## src/hw/rtl/jdd_pkg.sv

```systemverilog
`timescale 1ns / 1ps
// ----------------------------------------------------------------------------
// jdd_pkg
// Shared types, widths and codes for the joystick direction debouncer.
// ----------------------------------------------------------------------------
package jdd_pkg;

  // Converter sample width and timestamp width.
  localparam int ADC_BITS  = 10;
  localparam int TIME_BITS = 32;

  // Register widths.
  localparam int DELAY_W   = 16;
  localparam int THR_W     = 9;
  localparam int CFG_IDX_W = 2;
  localparam int CFG_DAT_W = 16;

  // Signed deflection: one bit for the sign, one for the subtraction range.
  localparam int DEFL_W = ADC_BITS + 2;

  // Width of the value a debouncer tracks (a direction code or a button bit).
  localparam int DBN_W = 3;

  // Register reset values.
  localparam int DELAY_RESET  = 50;
  localparam int OFFSET_RESET = 512;
  localparam int THR_RESET    = 255;

  typedef enum logic [DBN_W-1:0] {
    DIR_CENTER = 3'd0,
    DIR_RIGHT  = 3'd1,
    DIR_LEFT   = 3'd2,
    DIR_UP     = 3'd3,
    DIR_DOWN   = 3'd4
  } dir_t;

  typedef enum logic [CFG_IDX_W-1:0] {
    REG_DEBOUNCE_MS = 2'd0,
    REG_X_OFFSET    = 2'd1,
    REG_Y_OFFSET    = 2'd2,
    REG_THRESHOLD   = 2'd3
  } cfg_idx_t;

  typedef struct packed {
    logic [DELAY_W-1:0]  debounce_ms;
    logic [ADC_BITS-1:0] x_offset;
    logic [ADC_BITS-1:0] y_offset;
    logic [THR_W-1:0]    deflect_thr;
  } cfg_t;

endpackage

```

## src/hw/rtl/jdd_poll_if.sv

```systemverilog
`timescale 1ns / 1ps
// ----------------------------------------------------------------------------
// jdd_poll_if
// Poll channel: two axis samples, the raw button level and a timestamp.
// ----------------------------------------------------------------------------
interface jdd_poll_if;
  logic                          valid;
  logic                          ready;
  logic [jdd_pkg::ADC_BITS-1:0]  x_sample;
  logic [jdd_pkg::ADC_BITS-1:0]  y_sample;
  logic                          button_level;
  logic [jdd_pkg::TIME_BITS-1:0] now_ms;

  modport source (output valid, x_sample, y_sample, button_level, now_ms, input ready);
  modport sink (input valid, x_sample, y_sample, button_level, now_ms, output ready);
endinterface

```

## src/hw/rtl/jdd_result_if.sv

```systemverilog
`timescale 1ns / 1ps
// ----------------------------------------------------------------------------
// jdd_result_if
// Result channel: debounced direction and button state with edge flags.
// ----------------------------------------------------------------------------
interface jdd_result_if;
  logic                       valid;
  logic                       ready;
  logic [jdd_pkg::DBN_W-1:0]  direction;
  logic [jdd_pkg::DBN_W-1:0]  prev_direction;
  logic                       pressed;
  logic                       press_edge;
  logic                       release_edge;

  modport source (output valid, direction, prev_direction, pressed, press_edge,
                  release_edge, input ready);
  modport sink (input valid, direction, prev_direction, pressed, press_edge,
                release_edge, output ready);
endinterface

```

## src/hw/rtl/jdd_cfg_if.sv

```systemverilog
`timescale 1ns / 1ps
// ----------------------------------------------------------------------------
// jdd_cfg_if
// Configuration write channel: register index and write data.
// ----------------------------------------------------------------------------
interface jdd_cfg_if;
  logic                          valid;
  logic                          ready;
  logic [jdd_pkg::CFG_IDX_W-1:0] index;
  logic [jdd_pkg::CFG_DAT_W-1:0] data;

  modport source (output valid, index, data, input ready);
  modport sink (input valid, index, data, output ready);
endinterface

```

## src/hw/rtl/jdd_cfg_regs.sv

```systemverilog
`timescale 1ns / 1ps
// ----------------------------------------------------------------------------
// jdd_cfg_regs
// Configuration register file, written through the configuration channel.
// ----------------------------------------------------------------------------
module jdd_cfg_regs (
  input  logic            clk,
  input  logic            rst,
  jdd_cfg_if.sink         cfg,
  output jdd_pkg::cfg_t   regs
);

  // Writes are always taken.
  assign cfg.ready = 1'b1;

  always_ff @(posedge clk) begin
    if (rst) begin
      regs.debounce_ms <= jdd_pkg::DELAY_W'(jdd_pkg::DELAY_RESET);
      regs.x_offset    <= jdd_pkg::ADC_BITS'(jdd_pkg::OFFSET_RESET);
      regs.y_offset    <= jdd_pkg::ADC_BITS'(jdd_pkg::OFFSET_RESET);
      regs.deflect_thr <= jdd_pkg::THR_W'(jdd_pkg::THR_RESET);
    end else if (cfg.valid) begin
      case (jdd_pkg::cfg_idx_t'(cfg.index))
        jdd_pkg::REG_DEBOUNCE_MS: regs.debounce_ms <= cfg.data[jdd_pkg::DELAY_W-1:0];
        jdd_pkg::REG_X_OFFSET:    regs.x_offset <= cfg.data[jdd_pkg::ADC_BITS-1:0];
        jdd_pkg::REG_Y_OFFSET:    regs.y_offset <= cfg.data[jdd_pkg::ADC_BITS-1:0];
        jdd_pkg::REG_THRESHOLD:   regs.deflect_thr <= cfg.data[jdd_pkg::THR_W-1:0];
        default: ;
      endcase
    end
  end

endmodule

```

## src/hw/rtl/jdd_classify.sv

```systemverilog
`timescale 1ns / 1ps
// ----------------------------------------------------------------------------
// jdd_classify
// Turns two raw axis samples into a raw direction code.
// ----------------------------------------------------------------------------
module jdd_classify (
  input  logic [jdd_pkg::ADC_BITS-1:0] x_sample,
  input  logic [jdd_pkg::ADC_BITS-1:0] y_sample,
  input  jdd_pkg::cfg_t                regs,
  output jdd_pkg::dir_t                raw_dir
);

  logic signed [jdd_pkg::DEFL_W-1:0] x_defl;
  logic signed [jdd_pkg::DEFL_W-1:0] y_defl;
  logic signed [jdd_pkg::DEFL_W-1:0] thr_pos;
  logic signed [jdd_pkg::DEFL_W-1:0] thr_neg;
  logic x_pos, x_neg, y_pos, y_neg;

  assign x_defl  = $signed(jdd_pkg::DEFL_W'(x_sample)) - $signed(jdd_pkg::DEFL_W'(regs.x_offset));
  assign y_defl  = $signed(jdd_pkg::DEFL_W'(y_sample)) - $signed(jdd_pkg::DEFL_W'(regs.y_offset));
  assign thr_pos = $signed(jdd_pkg::DEFL_W'(regs.deflect_thr));
  assign thr_neg = -thr_pos;

  // The positive test wins, so a zero threshold counts zero deflection as positive.
  assign x_pos = (x_defl >= thr_pos);
  assign x_neg = (x_defl <= thr_neg);
  assign y_pos = (y_defl >= thr_pos);
  assign y_neg = (y_defl <= thr_neg);

  // A decided Y axis overrides X.
  always_comb begin
    if (y_pos) begin
      raw_dir = jdd_pkg::DIR_UP;
    end else if (y_neg) begin
      raw_dir = jdd_pkg::DIR_DOWN;
    end else if (x_pos) begin
      raw_dir = jdd_pkg::DIR_RIGHT;
    end else if (x_neg) begin
      raw_dir = jdd_pkg::DIR_LEFT;
    end else begin
      raw_dir = jdd_pkg::DIR_CENTER;
    end
  end

endmodule

```

## src/hw/rtl/jdd_debounce.sv

```systemverilog
`timescale 1ns / 1ps
// ----------------------------------------------------------------------------
// jdd_debounce
// One debouncer: candidate, change time, stable and previous values.
// ----------------------------------------------------------------------------
module jdd_debounce (
  input  logic                          clk,
  input  logic                          rst,
  input  logic                          step,
  input  logic [jdd_pkg::DBN_W-1:0]     raw,
  input  logic [jdd_pkg::TIME_BITS-1:0] now_ms,
  input  logic [jdd_pkg::DELAY_W-1:0]   delay,
  output logic [jdd_pkg::DBN_W-1:0]     stable_next,
  output logic [jdd_pkg::DBN_W-1:0]     previous_next
);

  logic [jdd_pkg::DBN_W-1:0]     candidate;
  logic [jdd_pkg::DBN_W-1:0]     stable;
  logic [jdd_pkg::DBN_W-1:0]     previous;
  logic [jdd_pkg::TIME_BITS-1:0] change_time;
  logic [jdd_pkg::TIME_BITS-1:0] age;
  logic                          changed;
  logic                          settled;

  assign changed = (raw != candidate);
  assign age     = now_ms - change_time;
  // A change restarts the timer, so a changed sample is never taken as settled.
  assign settled = !changed && (age > jdd_pkg::TIME_BITS'(delay));

  assign stable_next   = settled ? raw : stable;
  assign previous_next = settled ? stable : previous;

  always_ff @(posedge clk) begin
    if (rst) begin
      candidate   <= '0;
      stable      <= '0;
      previous    <= '0;
      change_time <= '0;
    end else if (step) begin
      candidate <= raw;
      stable    <= stable_next;
      previous  <= previous_next;
      if (changed) begin
        change_time <= now_ms;
      end
    end
  end

endmodule

```

## src/hw/rtl/joystick_direction_debouncer.sv

```systemverilog
`timescale 1ns / 1ps
// Path: a poll transferred on the poll channel is held in the poll register and then
// in the result register, from which its result transfers on the result channel.
// Throughput: one poll per cycle while the result channel keeps ready high.
// Reset (synchronous, rst high): configuration returns to its reset values,
// both debouncers return to center and released, and both channels empty.
// ----------------------------------------------------------------------------
// joystick_direction_debouncer
// Classifies joystick polls into a direction and debounces direction and button.
// ----------------------------------------------------------------------------
module joystick_direction_debouncer (
  input  logic          clk,
  input  logic          rst,
  jdd_poll_if.sink      poll,
  jdd_result_if.source  result,
  jdd_cfg_if.sink       cfg
);

  // The design is two registers deep. The poll register captures each
  // transfer on the poll channel. Between it and the result register sit the
  // axis classifier and the two debouncers; the debouncer state moves forward
  // at the same edge that loads the result register, so the next poll sees
  // the state that the one before it left and may follow in the next cycle.

  jdd_pkg::cfg_t regs;

  logic                          s1_valid;
  logic [jdd_pkg::ADC_BITS-1:0]  s1_x;
  logic [jdd_pkg::ADC_BITS-1:0]  s1_y;
  logic                          s1_button;
  logic [jdd_pkg::TIME_BITS-1:0] s1_now;

  logic advance;
  logic load_s1;
  logic step;

  jdd_pkg::dir_t             raw_dir;
  logic [jdd_pkg::DBN_W-1:0] raw_btn;
  logic [jdd_pkg::DBN_W-1:0] dir_stable_next;
  logic [jdd_pkg::DBN_W-1:0] dir_previous_next;
  logic [jdd_pkg::DBN_W-1:0] btn_stable_next;
  logic [jdd_pkg::DBN_W-1:0] btn_previous_next;

  logic                      res_valid;
  logic [jdd_pkg::DBN_W-1:0] res_direction;
  logic [jdd_pkg::DBN_W-1:0] res_prev_direction;
  logic                      res_pressed;
  logic                      res_press_edge;
  logic                      res_release_edge;

  jdd_cfg_regs u_cfg_regs (
    .clk  (clk),
    .rst  (rst),
    .cfg  (cfg),
    .regs (regs)
  );

  // The result register can take a new item when it is empty or being drained.
  // An empty poll register still takes a poll while the result register waits,
  // so the poll channel is held off only when both registers are full and the
  // result is not being taken.
  assign advance    = !res_valid || result.ready;
  assign poll.ready = !s1_valid || advance;
  assign load_s1    = poll.valid && poll.ready;
  assign step       = s1_valid && advance;

  always_ff @(posedge clk) begin
    if (rst) begin
      s1_valid <= 1'b0;
    end else if (load_s1) begin
      s1_valid <= 1'b1;
    end else if (advance) begin
      s1_valid <= 1'b0;
    end
  end

  always_ff @(posedge clk) begin
    if (load_s1) begin
      s1_x      <= poll.x_sample;
      s1_y      <= poll.y_sample;
      s1_button <= poll.button_level;
      s1_now    <= poll.now_ms;
    end
  end

  jdd_classify u_classify (
    .x_sample (s1_x),
    .y_sample (s1_y),
    .regs     (regs),
    .raw_dir  (raw_dir)
  );

  jdd_debounce u_dir_debounce (
    .clk           (clk),
    .rst           (rst),
    .step          (step),
    .raw           (raw_dir),
    .now_ms        (s1_now),
    .delay         (regs.debounce_ms),
    .stable_next   (dir_stable_next),
    .previous_next (dir_previous_next)
  );

  // The pin is active low; the button debouncer tracks only bit 0.
  assign raw_btn = jdd_pkg::DBN_W'(!s1_button);

  jdd_debounce u_btn_debounce (
    .clk           (clk),
    .rst           (rst),
    .step          (step),
    .raw           (raw_btn),
    .now_ms        (s1_now),
    .delay         (regs.debounce_ms),
    .stable_next   (btn_stable_next),
    .previous_next (btn_previous_next)
  );

  always_ff @(posedge clk) begin
    if (rst) begin
      res_valid <= 1'b0;
    end else if (step) begin
      res_valid <= 1'b1;
    end else if (result.ready) begin
      res_valid <= 1'b0;
    end
  end

  always_ff @(posedge clk) begin
    if (step) begin
      res_direction      <= dir_stable_next;
      res_prev_direction <= dir_previous_next;
      res_pressed        <= btn_stable_next[0];
      res_press_edge     <= !btn_previous_next[0] && btn_stable_next[0];
      res_release_edge   <= btn_previous_next[0] && !btn_stable_next[0];
    end
  end

  assign result.valid          = res_valid;
  assign result.direction      = res_direction;
  assign result.prev_direction = res_prev_direction;
  assign result.pressed        = res_pressed;
  assign result.press_edge     = res_press_edge;
  assign result.release_edge   = res_release_edge;

`ifndef SYNTHESIS
  // A poll in the poll register that meets a free result register comes out next cycle.
  a_step_fills_result: assert property (@(posedge clk) disable iff (rst)
    step |=> result.valid)
    else $error("poll moved on but no result appeared");

  // A press edge always comes with the debounced button pressed.
  a_press_edge_pressed: assert property (@(posedge clk) disable iff (rst)
    (result.valid && result.press_edge) |-> result.pressed)
    else $error("press edge without pressed button");

  // A release edge always comes with the debounced button released.
  a_release_edge_released: assert property (@(posedge clk) disable iff (rst)
    (result.valid && result.release_edge) |-> !result.pressed)
    else $error("release edge with pressed button");

  // The poll channel is only held off while a poll is waiting in the poll register.
  a_ready_low_only_when_full: assert property (@(posedge clk) disable iff (rst)
    !poll.ready |-> (s1_valid && res_valid && !result.ready))
    else $error("poll channel held off without a waiting poll");
`endif

endmodule
```

## src/flat_wrapper.sv

```systemverilog
// flat-port wrapper written by rule: the top's interface ports become plain ports
module joystick_direction_debouncer_flat 
  (clk, rst, poll_valid, poll_x_sample, poll_y_sample, poll_button_level, poll_now_ms, poll_ready, result_valid, result_direction, result_prev_direction, result_pressed, result_press_edge, result_release_edge, result_ready, cfg_valid, cfg_index, cfg_data, cfg_ready);
  jdd_poll_if poll_i ();
  jdd_result_if result_i ();
  jdd_cfg_if cfg_i ();
  input  logic clk;
  input  logic rst;
  input wire logic [$bits(poll_i.valid)-1:0] poll_valid;
  input wire logic [$bits(poll_i.x_sample)-1:0] poll_x_sample;
  input wire logic [$bits(poll_i.y_sample)-1:0] poll_y_sample;
  input wire logic [$bits(poll_i.button_level)-1:0] poll_button_level;
  input wire logic [$bits(poll_i.now_ms)-1:0] poll_now_ms;
  output wire logic [$bits(poll_i.ready)-1:0] poll_ready;
  output wire logic [$bits(result_i.valid)-1:0] result_valid;
  output wire logic [$bits(result_i.direction)-1:0] result_direction;
  output wire logic [$bits(result_i.prev_direction)-1:0] result_prev_direction;
  output wire logic [$bits(result_i.pressed)-1:0] result_pressed;
  output wire logic [$bits(result_i.press_edge)-1:0] result_press_edge;
  output wire logic [$bits(result_i.release_edge)-1:0] result_release_edge;
  input wire logic [$bits(result_i.ready)-1:0] result_ready;
  input wire logic [$bits(cfg_i.valid)-1:0] cfg_valid;
  input wire logic [$bits(cfg_i.index)-1:0] cfg_index;
  input wire logic [$bits(cfg_i.data)-1:0] cfg_data;
  output wire logic [$bits(cfg_i.ready)-1:0] cfg_ready;
  assign poll_i.valid = poll_valid;
  assign poll_i.x_sample = poll_x_sample;
  assign poll_i.y_sample = poll_y_sample;
  assign poll_i.button_level = poll_button_level;
  assign poll_i.now_ms = poll_now_ms;
  assign poll_ready = poll_i.ready;
  assign result_valid = result_i.valid;
  assign result_direction = result_i.direction;
  assign result_prev_direction = result_i.prev_direction;
  assign result_pressed = result_i.pressed;
  assign result_press_edge = result_i.press_edge;
  assign result_release_edge = result_i.release_edge;
  assign result_i.ready = result_ready;
  assign cfg_i.valid = cfg_valid;
  assign cfg_i.index = cfg_index;
  assign cfg_i.data = cfg_data;
  assign cfg_ready = cfg_i.ready;
  joystick_direction_debouncer u_core (.clk(clk), .rst(rst), .poll(poll_i), .result(result_i), .cfg(cfg_i));
endmodule
```

## config.mk

```make
export PLATFORM = sky130hd
export DESIGN_NAME = joystick_direction_debouncer_flat
export DESIGN_NICKNAME = d
export VERILOG_FILES = /design/src/hw/rtl/jdd_pkg.sv /design/src/hw/rtl/jdd_poll_if.sv /design/src/hw/rtl/jdd_result_if.sv /design/src/hw/rtl/jdd_cfg_if.sv /design/src/hw/rtl/jdd_cfg_regs.sv /design/src/hw/rtl/jdd_classify.sv /design/src/hw/rtl/jdd_debounce.sv /design/src/hw/rtl/joystick_direction_debouncer.sv /design/src/flat_wrapper.sv
export SDC_FILE = /design/constraint.sdc
export NUM_CORES = 1
export LEC_CHECK = 0
export BUFFER_PORTS_ARGS = -buffer_cell sky130_fd_sc_hd__buf_4
export CAP_MARGIN = 20
export CORE_MARGIN = 2
export CORE_UTILIZATION = 38
export DETAILED_ROUTE_END_ITERATION = 8
export GPL_ROUTABILITY_DRIVEN = 1
export SYNTH_ARGS = -nofsm -noshare
export SYNTH_HDL_FRONTEND = slang
export SYNTH_SLANG_ARGS = --single-unit
```

## constraint.sdc

```tcl
create_clock -name clk -period 7.05 [get_ports clk]
set_clock_uncertainty 0.15 [all_clocks]
set_input_delay 1.41 -clock clk [delete_from_list [all_inputs] [get_ports clk]]
set_output_delay 1.41 -clock clk [all_outputs]
set_load 0.1 [all_outputs]
```

* Yosys cells after proc, flatten, opt, wreduce, memory -nomap -nowiden
Index checks and enable logic that the tools add are counted.
** Word-level totals
- Flip-flop bits (word level) :: 185
- Input bits :: 76
- Logic and storage cells :: 75
** Operators by class
- Add/subtract/negate cells :: 5
- Order comparisons :: 6
- Equality and inequality tests :: 5
- Mux-type cells :: 12
- Reductions and logical operators :: 24
** Operators by type and width (count)
- $gt A32 B16 Y1 :: 2
- $sub A32 B32 Y32 :: 2
- $sub A10 B10 Y11 :: 2
- $ge A12 B10 Y1 :: 1
- $le A11 B12 Y1 :: 1
- $le A12 B12 Y1 :: 1
- $mux W3 :: 4
- $neg A9 Y12 :: 1
- $reduce_and A2 Y1 :: 6
- $ge A11 B10 Y1 :: 1
- $logic_not A1 Y1 :: 7
- $logic_and A1 B1 Y1 :: 6
- $mux W1 :: 6
- $eq A2 B2 Y1 const B :: 2
- $mux W2 :: 2
- $reduce_bool A2 Y1 :: 2
- $ne A3 B3 Y1 :: 1
- $eq A2 B1 Y1 const B :: 1
- $logic_not A2 Y1 :: 1
- $logic_or A1 B1 Y1 :: 2
- $ne A1 B1 Y1 :: 1

* Longest topological paths before layout
- Depth in word-level cells :: 10
- Gate-level depth with buffers :: 24

* Cells and area by module
From an unflattened synthesis, not the netlist that was laid out.
** Unflattened totals
- Cell total of the unflattened synthesis :: 1604
- Area, all modules :: 13789.5 um2
** Modules (own cells, without submodules)
- jdd_debounce :: instances 2, cells each 538, area an instance 3940.0 um2, seq. area each 820.8 um2
- jdd_classify :: instances 1, cells each 272, area an instance 2062.0 um2, seq. area each 0.0 um2
- joystick_direction_debouncer :: instances 1, cells each 76, area an instance 1985.7 um2, seq. area each 1901.8 um2
- jdd_cfg_regs :: instances 1, cells each 180, area an instance 1861.8 um2, seq. area each 900.9 um2

* Worst setup path before layout
Ideal clock, no wire load.
- Kind :: reg2reg
- From :: register u_core.s1_now[0] (netlist name)
- To :: register u_core.res_prev_direction (netlist bit u_core.result.prev_direction[0]), data pin
- Arrival :: 4760 ps
- Data required time :: 6640 ps
- Path slack :: 1879 ps
- Cell stages (with the launch flop) :: 24
- Period minus slack after synthesis :: 5171 ps
- Path through :: edfxtp_1 -> inv_1 -> ha_1 -> inv_1 -> fa_1 -> a21oi_2 -> a2bb2oi_2 -> a22oi_1 -> a21o_1 -> a21oi_1 -> xnor2_1 -> ha_1 -> nand4_1 -> nor4_1 -> or3_1 -> a21oi_1 -> nor4_1 -> nand4_1 -> or4_1 -> or4_1 -> and4_1 -> buf_6 -> buf_6 -> mux2_4
** On the way
- Longest elaborated chain between the ends :: 4
** Ends and longest elaborated chain
- start: declaration :: line joystick_direction_debouncer.sv:31 : logic [jdd_pkg::TIME_BITS-1:0] s1_now;
- start signal: assignment :: line joystick_direction_debouncer.sv:82 : s1_now <= poll.now_ms;
- $sub A32 B32 Y32 :: line jdd_debounce.sv:26 : assign age = now_ms - change_time;
- $gt A32 B16 Y1 :: line jdd_debounce.sv:28 : assign settled = !changed && (age > jdd_pkg::TIME_BITS'(delay));
- $logic_and A1 B1 Y1 :: line jdd_debounce.sv:28
- $mux W3 :: line jdd_debounce.sv:31 : assign previous_next = settled ? stable : previous;
- via u_core.dir_previous_next, one bit :: line joystick_direction_debouncer.sv:40 : logic [jdd_pkg::DBN_W-1:0] dir_previous_next;
- end signal: assignment :: line joystick_direction_debouncer.sv:131 : res_prev_direction <= dir_previous_next;
- end: declaration :: line joystick_direction_debouncer.sv:46 : logic [jdd_pkg::DBN_W-1:0] res_prev_direction;
The timed path passes the listed nets, and every way through them passes these cells.
A chain may end at the register's enable or synchronous reset.

* Final worst setup path
- From :: register u_core.s1_now[0] (netlist name)
- To :: register u_core.res_release_edge (netlist: u_core.result.release_edge), data pin
** On the way
- Longest elaborated chain between the ends :: 6
** Ends and longest elaborated chain
- $sub A32 B32 Y32 (*) :: line jdd_debounce.sv:26
- $gt A32 B16 Y1 (*) :: line jdd_debounce.sv:28
- $logic_and A1 B1 Y1 (*) :: line jdd_debounce.sv:28
- $mux W1 :: line jdd_debounce.sv:30 : assign stable_next = settled ? raw : stable;
- $logic_not A1 Y1 :: line joystick_direction_debouncer.sv:134 : res_release_edge <= btn_previous_next[0] && !btn_stable_next[0];
- $logic_and A1 B1 Y1 (*) :: line joystick_direction_debouncer.sv:134
- end signal: assignment :: line joystick_direction_debouncer.sv:134
- end: declaration :: line joystick_direction_debouncer.sv:49 : logic res_release_edge;
Mark *: on every way between the ends. The rest lies on a longest branch, timed or not.

==> out/metrics.yaml <==
run_status: "completed"
max_clock_freq_ghz: 0.169
synth_async_sr_flop_share_pct: 0
detailroute.via_count: 11238
timing.final.hold_violations: 0
cts.sinks: 185
start_kind: "register"
ir_worst_vdd_mv: 0.189
fp-row-count: 67
top_level_ports: 88
grt_pass1_wl_um: 56000
timing.hold.worst.class: "register to register"
fin_tns_setup_ps: 0
worst_ep_arrival_time_ps: 5940
timing.critical_path.slowest_stage_cell: "sky130_fd_sc_hd__a311oi_1"
netlist-cell-type-count: 83
cp_slowest_stage_delay_ps: 560
postRouteAntennaNets: 0
flow.area_growth_from_synthesis_pct: 12.8
clock_tree.htree_level_count: 4
global_route.overflow_total: 0
yosysWarningCount: 0
die_area_sq_um: 35900
place.detailed.hpwl_um: 26100
gpl.final_weighted_congestion: 0.932
detail_route.wl_per_cell_um: 16.7
post-route-period-util_pct: 83.9
synth_area_sq_um: 13100
fill_cells: 3323
power_density_nw_per_um2: 215
cp_data_required_time_ps: 7080
insertion_delay_ps: 450
number_of_enable_flip_flop_cells_after_synthesis: 62
final-setup-viol-count: 0
routed_wirelength_um: 34500
syn_avg_cell_area_sq_um: 8.47
synth_seq_area_share_pct: 33.1
clk_pin_slew_ps: 80
maxSlewHeadroom_pct: 37.3
cellLeakagePower_nw: 6.00
postSynthNetCount: 1778
tightestPinTransition_ps: 938
post-cts-setup-buffer-count: 0
p_total_mw: 3.16
antenna_violations_before_repair: 0
floorplan.die.height_um: 189
cts_buffers: 17
initial_utilization_pct: 38.8
port_buffer_count: 86
timing_max_transition_violations_final: 0
drtIter0Drc: 745
finalCoreUtilization_pct: 43.7
finalNetCount: 1840
grt_max_degree: 103
synth_ff_type: "sky130_fd_sc_hd__dfxtp_1"
tritoncts: "done"
remaining_drc_errors: 0
synth-seq-cells: 185
critPathCaptureType: "register"
cell_by_cell_trace_of_the_critical_path: "inv_1 > ha_1 > inv_1 > fa_1 > a21oi_1 > nor2b_1 > a311o_1 > a311oi_1 > nor2_1 > a21o_1 > a21oi_1 > xnor2_1 > ha_1 > nand4_1 > nor4_1 > nand3_1 > a211oi_1 > o2111ai_1 > nor4_1 > o2111ai_1 > nand4b_1 > o311ai_0"
post-route-cell-area_sq_um: 14700
dr.pass1.iters: 7
postCtsResizedCells: 0
die-width_um: 189
worst_path_maximum_fanout: 9
coreArea_sq_um: 33700
cts-root-to-sink-buffers: 2
worst-setup-path-type: "register to register"
count_of_buffer_and_inverter_cells_on_the_critical_path: 2
drt-vias-per-instance: 5.44
ctsRootBufferMaster: "sky130_fd_sc_hd__clkbuf_16"
synth_cells: 1543
timing.max_cap.violations: 0
diodes: 0
layout_cell_share_with_drive_strength_beyond_1_pct: 10.1
grt_setup_unrepaired: "false"
number_of_global_route_vias_before_repair: 10711
place_area_sq_um: 14100
grt.total_usage_pct: 19.6
fin_crit_ps: 5910
cts-hold-fix-buffers: 0
crit_path_leading_delay_family: "compound AO/OA/AOI/OAI gates"
-- where the power goes --
part	internal, mW	switching, mW
sequential	1.16	0.0410
combinational	0.395	0.576
clock	0.497	0.490
total	2.06	1.11
-- metal layers --
layer  up-vias  part of all wire, %  global-route usage (%)
met2       269                   45                    31.5
met5         -                    0                       0
met3        41                  4.4                    3.23
met4         0                  2.2                    5.84
met1      5280                   48                    27.0
li1       5648                    -                       -
-- tightest hold or removal path, cell delays in order (launching register included) --
cell and delay (ps):
sky130_fd_sc_hd__dfxtp_1 310, sky130_fd_sc_hd__nand2_1 50, sky130_fd_sc_hd__a21oi_1 50
-- flip-flops by register name (all words and copies together) (netlist names), 3 cells and up --
register,count
u_core.result.direction,3
u_core.result.prev_direction,3
u_core.s1_now,32
u_core.s1_x,10
u_core.s1_y,10
u_core.u_btn_debounce.change_time,32
u_core.u_cfg_regs.regs,45
u_core.u_dir_debounce.candidate,3
u_core.u_dir_debounce.change_time,32
u_core.u_dir_debounce.previous,3
u_core.u_dir_debounce.stable,3
-- area by class of cell --
cell class | count | area (sq um) | share of cell area (%)
Clock inverter | 14 | 153 | 1.04
Timing Repair Buffer | 93 | 718 | 4.87
Tap cell | 448 | 561 | 3.80
Clock buffer | 18 | 450 | 3.06
Multi-Input combinational cell | 1169 | 8010 | 54.4
Inverter | 139 | 522 | 3.54
Sequential cell | 185 | 4320 | 29.3
-- cells in the mapped netlist (5+ instances only) --
master / instances / area, sq um
sky130_fd_sc_hd__and2_1: 5 / 31.3
sky130_fd_sc_hd__nor2b_1: 23 / 144
sky130_fd_sc_hd__nor4_1: 15 / 93.8
sky130_fd_sc_hd__nor2_1: 107 / 402
sky130_fd_sc_hd__nand2b_1: 18 / 113
sky130_fd_sc_hd__nand4_1: 23 / 144
sky130_fd_sc_hd__mux2i_1: 42 / 420
sky130_fd_sc_hd__o21a_1: 21 / 158
sky130_fd_sc_hd__nand3b_1: 6 / 45.0
sky130_fd_sc_hd__nand3_1: 29 / 145
sky130_fd_sc_hd__or2_2: 7 / 43.8
sky130_fd_sc_hd__nand2_1: 212 / 796
sky130_fd_sc_hd__dfxtp_1: 123 / 2460
sky130_fd_sc_hd__a21oi_1: 147 / 736
sky130_fd_sc_hd__o21bai_1: 12 / 90.1
sky130_fd_sc_hd__o211ai_1: 19 / 143
sky130_fd_sc_hd__or3_1: 6 / 37.5
sky130_fd_sc_hd__clkbuf_1: 38 / 143
sky130_fd_sc_hd__inv_1: 138 / 518
sky130_fd_sc_hd__xor2_1: 17 / 149
sky130_fd_sc_hd__nor3b_1: 5 / 37.5
sky130_fd_sc_hd__xnor2_1: 36 / 315
sky130_fd_sc_hd__o22ai_1: 8 / 50.1
sky130_fd_sc_hd__o31ai_1: 8 / 60.1
sky130_fd_sc_hd__mux2_2: 9 / 101
sky130_fd_sc_hd__nor3_1: 14 / 70.1
sky130_fd_sc_hd__a21o_1: 36 / 270
sky130_fd_sc_hd__a31oi_1: 15 / 93.8
sky130_fd_sc_hd__o2111ai_1: 9 / 78.8
sky130_fd_sc_hd__a211oi_1: 13 / 97.6
sky130_fd_sc_hd__and3_1: 11 / 68.8
sky130_fd_sc_hd__o311ai_0: 6 / 52.6
sky130_fd_sc_hd__edfxtp_1: 62 / 1860
sky130_fd_sc_hd__o21ai_0: 50 / 250
sky130_fd_sc_hd__ha_1: 155 / 1940
-- final timing paths --
kind | to | startpoint | cells past startpoint | slack (ps)
worst max register to register | u_core.result.release_edge | u_core.s1_now[0] | 22 | 1140
worst min register to register | u_core.u_cfg_regs.regs[10] | u_core.u_cfg_regs.regs[10] | 2 | 310
worst max-delay path | u_core.result.release_edge | u_core.s1_now[0] | 22 | 1140
worst min-delay path | u_core.u_cfg_regs.regs[10] | u_core.u_cfg_regs.regs[10] | 2 | 310
-- per-stage QoR --
| step | worst slack, ps | cells | hold WS, ps |
|---|---|---|---|
| floorplan | 1880 | 1543 | 286 |
| global placement | 1220 | 2033 | 293 |
| detailed placement | 1050 | 2033 | 297 |
| CTS | 1040 | 2065 | 307 |
| global route | 553 | 2066 | 321 |
| finish | 1140 | 2066 | 306 |
-- cell usage in the layout (no fill, tap or decap), types with 23 or more instances in the layout --
| cell | instances |
|---|---|
| sky130_fd_sc_hd__a21o_1 | 36 |
| sky130_fd_sc_hd__a21oi_1 | 147 |
| sky130_fd_sc_hd__buf_4 | 92 |
| sky130_fd_sc_hd__dfxtp_1 | 123 |
| sky130_fd_sc_hd__edfxtp_1 | 62 |
| sky130_fd_sc_hd__ha_1 | 155 |
| sky130_fd_sc_hd__inv_1 | 138 |
| sky130_fd_sc_hd__mux2i_1 | 42 |
| sky130_fd_sc_hd__nand2_1 | 212 |
| sky130_fd_sc_hd__nand3_1 | 29 |
| sky130_fd_sc_hd__nand4_1 | 23 |
| sky130_fd_sc_hd__nor2_1 | 107 |
| sky130_fd_sc_hd__nor2b_1 | 23 |
| sky130_fd_sc_hd__o21ai_0 | 50 |
| sky130_fd_sc_hd__xnor2_1 | 36 |
-- cells by family (layout without fill, tap and decap cells) --
logic type,count (synthesis),in the layout,synth area share [%]
AOI/OAI and AO/OA,406,406,20.4
and+or+nand+nor,497,497,17.6
adders and majority gates,159,159,15.5
buffers and inverters,189,264,5.67
muxes,53,53,4.22
DFF,185,185,33.1
xor gates and xnor gates,53,53,3.55
other,1,1,0.0287
(Power assumes the default switching activity.)
